<file path="src/rtl/wrd_pkg.sv">
`default_nettype none
// ----------------------------------------------------------------------------
// wrd_pkg - shared types and constants for the windowed regression detector
// Sample and register types, ring geometry, window limits and register codes.
// ----------------------------------------------------------------------------
package wrd_pkg;

	localparam int RING_DEPTH = 256;
	localparam int RING_AW    = $clog2(RING_DEPTH);
	localparam int MAX_WINDOW = 128;
	localparam int WIN_CAP    = (MAX_WINDOW < RING_DEPTH / 2) ? MAX_WINDOW : RING_DEPTH / 2;

	localparam int SAMPLE_W = 16;
	localparam int WINDOW_W = 8;
	localparam int CFG_W    = 16;
	localparam int CFG_IW   = 2;
	localparam int COUNT_W  = 9;
	localparam int SUM_W    = 24;
	localparam int DIFF_W   = 25;

	typedef logic signed [SAMPLE_W-1:0] sample_t;
	typedef logic        [WINDOW_W-1:0] window_t;
	typedef logic        [CFG_W-1:0]    cfg_data_t;
	typedef logic        [CFG_IW-1:0]   cfg_index_t;
	typedef logic        [RING_AW-1:0]  ring_addr_t;
	typedef logic        [COUNT_W-1:0]  count_t;
	typedef logic signed [SUM_W-1:0]    sum_t;
	typedef logic signed [DIFF_W-1:0]   diff_t;

	localparam cfg_index_t REG_WINDOW    = cfg_index_t'(0);
	localparam cfg_index_t REG_THRESHOLD = cfg_index_t'(1);

	localparam window_t WINDOW_RESET = window_t'(16);
	localparam window_t WINDOW_LIMIT = window_t'(WIN_CAP);

	// Saturate the window register to [1, WINDOW_LIMIT].
	function automatic window_t eff_window(input window_t raw);
		window_t w;
		begin
			w = raw;
			if (w == window_t'(0)) begin
				w = window_t'(1);
			end
			if (w > WINDOW_LIMIT) begin
				w = WINDOW_LIMIT;
			end
			return w;
		end
	endfunction

endpackage
`default_nettype wire

</file>
<file path="src/rtl/windowed_regression_detector_core.sv">
`default_nettype none
// ----------------------------------------------------------------------------
// windowed_regression_detector_core - dual moving-average trend comparator
// Stores reward words in a 256-entry ring, keeps exact sums of the last two
// windows and flags when the recent sum minus the prior one falls below threshold*W.
// ----------------------------------------------------------------------------
// Path: a sample word is registered in stage 1, then its result word in the
// output register; a stalled result channel can hold it in stage 1.
// Throughput: one sample word per cycle unless results stall; the ring has
// one write and two read ports, all used in the accept cycle; sums move with stage 1.
// Reset: control state, sums, history count and registers clear at once
// (window = 16, threshold = 0); the sample ring is not cleared.
module windowed_regression_detector_core (
	input  wire                  clk,
	input  wire                  arst_n,
	// configuration write port
	input  wire                  cfg_we,
	input  wrd_pkg::cfg_index_t  cfg_index,
	input  wrd_pkg::cfg_data_t   cfg_data,
	// sample channel
	input  wire                  sample_valid,
	output logic                 sample_stall,
	input  wrd_pkg::sample_t     reward,
	// result channel
	output logic                 result_valid,
	input  wire                  result_stall,
	output logic                 rollback,
	output logic                 history_ready
);
	import wrd_pkg::*;

	// Configuration registers and the precomputed threshold*W product.
	window_t    window_q;
	sample_t    threshold_q;
	diff_t      thr_w_q;

	// History state.
	ring_addr_t wp_q;
	count_t     count_q;
	sum_t       recent_q;
	sum_t       prior_q;

	// Sample ring.
	sample_t    ring [RING_DEPTH];

	// Stage 1: the accepted word plus its two ring reads.
	logic       s1_valid_q;
	sample_t    reward_s1;
	sample_t    moved_s1;
	sample_t    oldest_s1;
	logic       near_s1;
	logic       full_s1;
	logic       ready_s1;

	// Output register.
	logic       out_valid_q;
	logic       rollback_q;
	logic       ready_q;

	window_t    w_eff;
	count_t     w2;
	ring_addr_t addr_moved;
	ring_addr_t addr_oldest;
	count_t     count_nx;
	logic       accept;
	logic       s1_adv;
	logic       s1_fire;
	logic       win_wr;
	sum_t       x_ext;
	sum_t       moved_ext;
	sum_t       oldest_ext;
	sum_t       recent_nx;
	sum_t       prior_nx;
	diff_t      diff;

	// ---------------------------------------------------------------------
	// Handshake: stage 1 moves on when the output register is empty or being
	// drained, and a new sample is taken whenever stage 1 can make room.
	// ---------------------------------------------------------------------
	assign s1_adv       = !out_valid_q || !result_stall;
	assign s1_fire      = s1_valid_q && s1_adv;
	assign sample_stall = s1_valid_q && !s1_adv;
	assign accept       = sample_valid && !sample_stall;
	assign win_wr       = cfg_we && (cfg_index == REG_WINDOW);

	// ---------------------------------------------------------------------
	// Accept-side decisions: window size, read addresses and count update.
	// The word leaving the recent window sits W back, the word leaving the
	// prior window 2W back (the write slot itself when W fills half the ring,
	// read before it is overwritten).
	// ---------------------------------------------------------------------
	assign w_eff       = eff_window(window_q);
	assign w2          = {1'b0, w_eff} << 1;
	assign addr_moved  = wp_q - ring_addr_t'(w_eff);
	assign addr_oldest = wp_q - w2[RING_AW-1:0];
	assign count_nx    = (count_q < w2) ? count_q + count_t'(1) : count_q;

	// ---------------------------------------------------------------------
	// Stage 1 arithmetic: slide both sums and compare their difference with
	// threshold*W, exact at 25 bits.
	// ---------------------------------------------------------------------
	assign x_ext      = sum_t'(reward_s1);
	assign moved_ext  = sum_t'(moved_s1);
	assign oldest_ext = sum_t'(oldest_s1);

	always_comb begin
		recent_nx = recent_q + x_ext;
		prior_nx  = prior_q;
		if (near_s1) begin
			recent_nx = recent_q + x_ext - moved_ext;
			prior_nx  = prior_q + moved_ext;
			if (full_s1) begin
				prior_nx = prior_q + moved_ext - oldest_ext;
			end
		end
	end

	assign diff = diff_t'(recent_nx) - diff_t'(prior_nx);

	// ---------------------------------------------------------------------
	// Ring: write the new word and read both leaving words in the same edge.
	// ---------------------------------------------------------------------
	always_ff @(posedge clk) begin
		if (accept) begin
			ring[wp_q] <= reward;
			moved_s1   <= ring[addr_moved];
			oldest_s1  <= ring[addr_oldest];
		end
	end

	// Stage 1 payload: hold while stalled.
	always_ff @(posedge clk) begin
		if (accept) begin
			reward_s1 <= reward;
			near_s1   <= ({1'b0, count_q} >= {2'b00, w_eff});
			full_s1   <= (count_q >= w2);
			ready_s1  <= (count_nx >= w2);
		end
	end

	// Output payload: load as stage 1 advances.
	always_ff @(posedge clk) begin
		if (s1_fire) begin
			rollback_q <= ready_s1 && (diff < thr_w_q);
			ready_q    <= ready_s1;
		end
	end

	// ---------------------------------------------------------------------
	// Control state. A window write drops the history; the write pointer
	// keeps running so the ring never needs clearing.
	// ---------------------------------------------------------------------
	always_ff @(posedge clk or negedge arst_n) begin
		if (!arst_n) begin
			window_q    <= WINDOW_RESET;
			threshold_q <= '0;
			thr_w_q     <= '0;
			wp_q        <= '0;
			count_q     <= '0;
			recent_q    <= '0;
			prior_q     <= '0;
			s1_valid_q  <= 1'b0;
			out_valid_q <= 1'b0;
		end else begin
			thr_w_q <= diff_t'(threshold_q) * diff_t'({1'b0, w_eff});

			if (win_wr) begin
				window_q <= cfg_data[WINDOW_W-1:0];
			end
			if (cfg_we && (cfg_index == REG_THRESHOLD)) begin
				threshold_q <= cfg_data[SAMPLE_W-1:0];
			end

			if (accept) begin
				wp_q <= wp_q + ring_addr_t'(1);
			end

			if (win_wr) begin
				count_q <= '0;
			end else if (accept) begin
				count_q <= count_nx;
			end

			if (win_wr) begin
				recent_q <= '0;
				prior_q  <= '0;
			end else if (s1_fire) begin
				recent_q <= recent_nx;
				prior_q  <= prior_nx;
			end

			if (accept) begin
				s1_valid_q <= 1'b1;
			end else if (s1_fire) begin
				s1_valid_q <= 1'b0;
			end

			if (s1_fire) begin
				out_valid_q <= 1'b1;
			end else if (!result_stall) begin
				out_valid_q <= 1'b0;
			end
		end
	end

	assign result_valid  = out_valid_q;
	assign rollback      = rollback_q;
	assign history_ready = ready_q;

endmodule
`default_nettype wire

</file>
<file path="config.mk">
export PLATFORM = sky130hd
export DESIGN_NAME = windowed_regression_detector_core
export DESIGN_NICKNAME = d
export VERILOG_FILES = /design/src/rtl/wrd_pkg.sv /design/src/rtl/windowed_regression_detector_core.sv
export SDC_FILE = /design/constraint.sdc
export NUM_CORES = 2
export LEC_CHECK = 0
export BUFFER_PORTS_ARGS = -buffer_cell sky130_fd_sc_hd__buf_4
export CAP_MARGIN = 20
export CORE_ASPECT_RATIO = 1.5
export CORE_MARGIN = 1
export CORE_UTILIZATION = 32
export DETAILED_ROUTE_END_ITERATION = 8
export PLACE_DENSITY = 0.51
export SETUP_SLACK_MARGIN = 0.15
export SLEW_MARGIN = 20
export SYNTH_ARGS = -nofsm -noshare
export SYNTH_HDL_FRONTEND = slang
export SYNTH_SLANG_ARGS = --single-unit
export TNS_END_PERCENT = 100
</file>
<file path="constraint.sdc">
create_clock -name clk -period 20.1 [get_ports clk]
set_clock_uncertainty 0.2 [all_clocks]
set_input_delay 2.01 -clock clk [delete_from_list [all_inputs] [get_ports clk]]
set_output_delay 2.01 -clock clk [all_outputs]
set_load 0.01 [all_outputs]
</file>
==> After elaboration in Yosys (flattened, before gate mapping) <==
Memories as Yosys holds them, arrays and structs flattened. A register that Yosys moved wholly into a read port is not among the register bits.
Cells that the tools add are included.
{ "totals": {"n_memories": 1, "in_bits": 39, "wordCells": 68, "mem_bits_rw": 4096, "out_inout_bits": 4, "regBits": 137} }
{ "mem_list": {"columns": ["memory", "depth", "width", "read_ports", "rd_ports_with_merged_regs", "wr", "line_no", "source"], "rows": [
  ["ring", 256, 16, 2, 2, 1, "windowed_regression_detector_core.sv:44", "sample_t ring [RING_DEPTH];"]
]} }
{ "classes": {"muxes": 18, "reduce_logical": 16, "magnitude_cmp": 6, "add_sub_neg": 9, "multipliers": 1, "eq_ne": 2} }
{ "op_table": {"columns": ["op", "count"], "rows": [
  ["2-to-1 mux 24 bit", 7],
  ["adder 24 x 16 -> 24 bit", 2],
  ["subtractor 24 x 16 -> 24 bit", 2],
  ["2-to-1 mux 9 bit", 3],
  ["< comparator 25 bit", 1],
  ["multiplier 16 x 9 -> 25 bit", 1],
  ["subtractor 24 x 24 -> 25 bit", 1],
  ["greater-or-equal comparator 9 bit", 2],
  ["2-to-1 mux 8 bit", 2],
  ["subtractor 8 bit", 2],
  ["adder 9 x 1 -> 9 bit (second input constant)", 1],
  ["greater-or-equal comparator 9 x 8 -> 1 bit", 1],
  ["< comparator 9 bit", 1],
  ["adder 8 x 1 -> 8 bit (second input constant)", 1],
  ["> comparator 8 bit (second input constant)", 1],
  ["zero test 8 bit", 1],
  ["logical AND 1 bit", 6],
  ["2-to-1 mux 1 bit", 6],
  ["nonzero test 2 bit", 3],
  ["zero test 1 bit", 4],
  ["equality test 2 x 1 -> 1 bit (second input constant)", 1],
  ["zero test 2 bit", 1],
  ["inequality test 2 x 1 -> 1 bit (second input constant)", 1],
  ["logical OR 1 bit", 1]
]} }

==> Longest topological paths before layout <==
{ "logic_depth": {"word_depth": 8, "depth_mapped": 36, "ltp_nobuf": 36} }

==> Least setup slack after synthesis <==
OpenSTA, ideal clock, no wires.
{ "synth_timing": {"path_kind": "register to register", "from": "register moved_s1[0], read port of ring", "to": "register rollback_q (netlist: rollback), data pin", "synth_period_minus_slack_ns": 7.278, "path_slack_ns": 12.822, "arrival_time_ns": 6.822, "stages_incl_launch_ff": 35, "t_required_ns": 19.644, "setup_ns": 0.256, "path_buffers": 0, "path_cell_list": "edfxtp_1 -> ha_1 -> fa_1 -> a21o_1 -> a21oi_1 -> nor2b_1 -> o22a_1 -> a21oi_1 -> o21bai_1 -> a21o_2 -> a211oi_1 -> nor2_1 -> ha_1 -> a21o_1 -> a31oi_1 -> o21ai_0 -> a21oi_1 -> o21ai_0 -> xor2_1 -> mux2i_1 -> a21o_1 -> ha_1 -> nand4_1 -> a21oi_1 -> a2111oi_1 -> a211oi_1 -> o2111a_1 -> a2111oi_4 -> o2111ai_1 -> a21oi_1 -> xnor2_1 -> ha_1 -> nand4_1 -> a211o_1 -> a41o_1"} }
{ "synth_via": {"elab_chain_len": 7, "elab_cells_between_ends": 9, "classes_between": "add/sub (4); order compare (1); mux (3); reduce/logical (1)"} }
{ "synth_rtl": {"columns": ["element", "line_no", "source"], "rows": [
  ["start: declaration", "windowed_regression_detector_core.sv:49", "sample_t moved_s1;"],
  ["adder 24 x 16 -> 24 bit", "windowed_regression_detector_core.sv:111, windowed_regression_detector_core.sv:113", null],
  ["subtractor 24 x 16 -> 24 bit", "windowed_regression_detector_core.sv:113", "prior_nx = prior_q + moved_ext - oldest_ext;"],
  ["2-to-1 mux 24 bit", "windowed_regression_detector_core.sv:112", "if (full_s1) begin"],
  ["2-to-1 mux 24 bit", "windowed_regression_detector_core.sv:109", "if (near_s1) begin"],
  ["subtractor 24 x 24 -> 25 bit *", "windowed_regression_detector_core.sv:118", "assign diff = diff_t'(recent_nx) - diff_t'(prior_nx);"],
  ["< comparator 25 bit *", "windowed_regression_detector_core.sv:144", "rollback_q <= ready_s1 && (diff < thr_w_q);"],
  ["logical AND 1 bit *", "windowed_regression_detector_core.sv:144", null],
  ["end signal: assignment", "windowed_regression_detector_core.sv:144", null],
  ["end: declaration", "windowed_regression_detector_core.sv:57", "logic rollback_q;"]
]} }
Mark *: on every way between the ends. The rest lies on a longest branch, timed or not.
A chain may end at the register's enable or synchronous reset.

==> Final worst setup path <==
{ "layout_timing": {"from": "register window_q[7]", "to": "register moved_s1[6], read port of ring, data pin"} }
{ "layout_via": {"elab_chain_len": 5} }
{ "layout_rtl": {"columns": ["element", "line_no", "source"], "rows": [
  ["start: declaration", "windowed_regression_detector_core.sv:33", "window_t window_q;"],
  ["start signal: assignment", "windowed_regression_detector_core.sv:168", "window_q <= cfg_data[WINDOW_W-1:0];"],
  ["zero test 8 bit", "wrd_pkg.sv:41", "if (w == window_t'(0)) begin"],
  ["2-to-1 mux 8 bit *", "wrd_pkg.sv:41", null],
  ["> comparator 8 bit", "wrd_pkg.sv:44", "if (w > WINDOW_LIMIT) begin"],
  ["2-to-1 mux 8 bit *", "wrd_pkg.sv:44", null],
  ["subtractor 8 bit *", "windowed_regression_detector_core.sv:94", "assign addr_moved = wp_q - ring_addr_t'(w_eff);"]
]} }
Marked as above.

==> run metrics <==
WP data arrival=10.49 ns; DR WL/cell=38.5 µm; Max-Cap Viols=0; Post-CTS Setup Inserts=0; final wirelength=742000 µm; R2R Path Start=window_q[7]; TritonCTS Buffers=411; commonest non-fill, non-tap cell in the layout=edfxtp_1; gr ovfl total=0; Final TNS setup=0 ns; Vias/cell=5.99; DRC errors left=0; CP startpoint=window_q[7]; Crit Path Category=flip-flop to flip-flop; commonest cells after routing, fill and taps aside=edfxtp_1 (4149), mux4_2 (2576), clkbuf_16 (414); via count=116k; std cell rows=361; Fin. Hold Viols=0; Slew HR=9.62%; die width=659 µm; # hold bufs at CTS=0; min-delay src=window_q[4]; CTS Sinks=4265; Syn Std Cell Area=207000 µm²; fin nets=10.7k; drt initial violations=13.8k; Slew Viols, Final=0; Mapped Avg Cell Area=20.2 µm²; Buf+Inv Stages, Crit Path=6; # port buffers=42; top cell family by delay on the critical path=buffers and inverters; syn_nets=10.7k; Post-synth EDFFs=4149; Post-Place Cells=18.4k; Root Buffer Master=clkbuf_16; Core ar.=645000 µm²; Clock Tree Buf Depth=4; post-DP HPWL=459000 µm; number of library cell types mapped by synthesis=82; max incr delay on CP=1.39 ns; dominant synthesized flop cell=edfxtp_1; Post-Syn Instances=10.3k; P&R area growth vs syn=12.9%; part of the cycle the worst path needs=49.5%; CP max stage cell=fa_4; Fmax=100 MHz; FF+latch count, synth=4265; IO Pins=43; placed cell areas=221000 µm²; die area=652000 µm²; Crit path top cell by count=buf_4; Crit path required time=20.64 ns; Critical Path Sink Type=flip-flop; layout cell share with drive strength beyond 1=36.9%; GP Congestion=0.848; YS warnings=0; CTS tree=yes; RSZ-0062 raised after global routing=false; clk slew on worst S/H paths=0.07 ns; All-Layer GR Usage=22.3%; die height=988 µm; pin count of the biggest net entering global routing=163; register area share after synthesis=61.4%; Initial Util=32.2%; Async SR Flop Fraction=2.72%; Final setup viols=0; worst skew pair latency=0.98 ns; Post-CTS Resized=0; H-tree depth=5; CP Cell Sequence=nor2_2 > buf_4 > ha_4 > inv_1 > fa_4 > buf_4 > buf_4 > buf_4 > buf_4 > mux4_2 > mux4_2 > mux2i_1 > nand2_1 > o211ai_1 > o21ai_0 > o21a_1; status=finished, final reports clean; hold slack=0.278 ns; Slew @ Worst Pin=1.36 ns; first-pass GRT wire length=1010000 µm; Finished Layout Cells=19.3k; initial antenna violation count=34; Detail Route Antenna Nets=0; CP Max Fanout=63; Initial DRT Pass Iterations=6; Tmin final=9.95 ns; Worst Hold Class=flip-flop to flip-flop; number of global-route vias before repair=120k; Final Instance Area=234000 µm²; Setup crit start kind=flip-flop
==> metal layers <==
layer | up-vias | GRT usage [%] | routed length, µm
li1 | 44256 | - | -
met1 | 64018 | 25.5 | 259000
met2 | 5964 | 39.3 | 383000
met3 | 1321 | 3.45 | 47800
met4 | 2 | 13.4 | 53300
met5 | - | 0 | 13
==> final cells by class <==
cell class / instances / area (µm²)
diodes: 71 / 178
clock buffers: 482 / 10600
clock inverters: 269 / 2590
fillers: 58777 / 411000
inverters: 256 / 963
multi-input cells: 5041 / 78200
flip-flops and latches: 4265 / 127000
well taps: 8530 / 10700
repair buffers: 363 / 3620
==> metrics by stage <==
step                util (%)  setup WS, ns
floorplan                  -         12.82
global placement        34.1         10.41
detailed placement      34.2         10.50
CTS                     36.3         10.50
global route            36.3         10.18
finish                  36.3         10.15
==> logic make-up (layout without fill, tap and decap cells) <==
logic type	after synthesis	count (layout)	share of synthesized area [%]
other	0	71	0
AO/OA/AOI/OAI	722	722	2.24
flip-flops	4265	4265	61.4
AND/OR/NAND/NOR	1022	1022	2.25
XOR/XNOR	144	144	0.608
buffers and inverters	982	1370	1.84
multiplexers	2812	2812	29.2
adder cells (fa/ha/maj)	341	341	2.45
==> state kept, by name (all words and copies together), names as in the netlist, 8 cells and up <==
| name | cells |
|---|---|
| count_q | 9 |
| moved_s1 | 16 |
| oldest_s1 | 16 |
| prior_q | 24 |
| recent_q | 24 |
| reward_s1 | 16 |
| ring | 4096 |
| thr_w_q | 25 |
| threshold_q | 16 |
| window_q | 8 |
| wp_q | 8 |
==> synthesized netlist by cell type, types with 89 or more instances <==
cell type / number / area, µm²
edfxtp_1: 4149 / 125000
mux4_2: 2576 / 58000
clkbuf_1: 453 / 1700
nor2_1: 419 / 1570
inv_1: 252 / 946
nand2_1: 249 / 935
ha_1: 232 / 2900
a21oi_1: 204 / 1020
buf_1: 168 / 631
mux2i_1: 143 / 1430
o21ai_0: 139 / 696
dfrtp_1: 115 / 2880
fa_1: 109 / 2180
buf_2: 101 / 505
xnor2_1: 101 / 885
nor2b_1: 94 / 588
and2_1: 93 / 582
mux2_2: 93 / 1050
a211oi_1: 89 / 668
==> final timing paths <==
kind | depth (start not counted) | end | slack [ns]
setup / recovery | 16 | moved_s1[6] | 10.15
hold / removal | 2 | window_q[4] | 0.28
setup reg to reg | 16 | moved_s1[6] | 10.15
hold reg to reg | 2 | window_q[4] | 0.28
max in group asynchronous | 2 | recent_q[14] | 17.62
min in group asynchronous | 1 | count_q[4] | 0.92
==> worst register-to-register path, delay by kind of cell (launching register included) <==
family	cells	cell delay, ns
mux	3	1.74
simple gates	2	0.37
flops	1	0.74
buf+inv	6	3.70
compound gates	3	1.36
fa+ha+maj	2	1.58
Power is not shown: default switching activity piles up to over one toggle a cycle in this logic, so the estimate is an artifact.
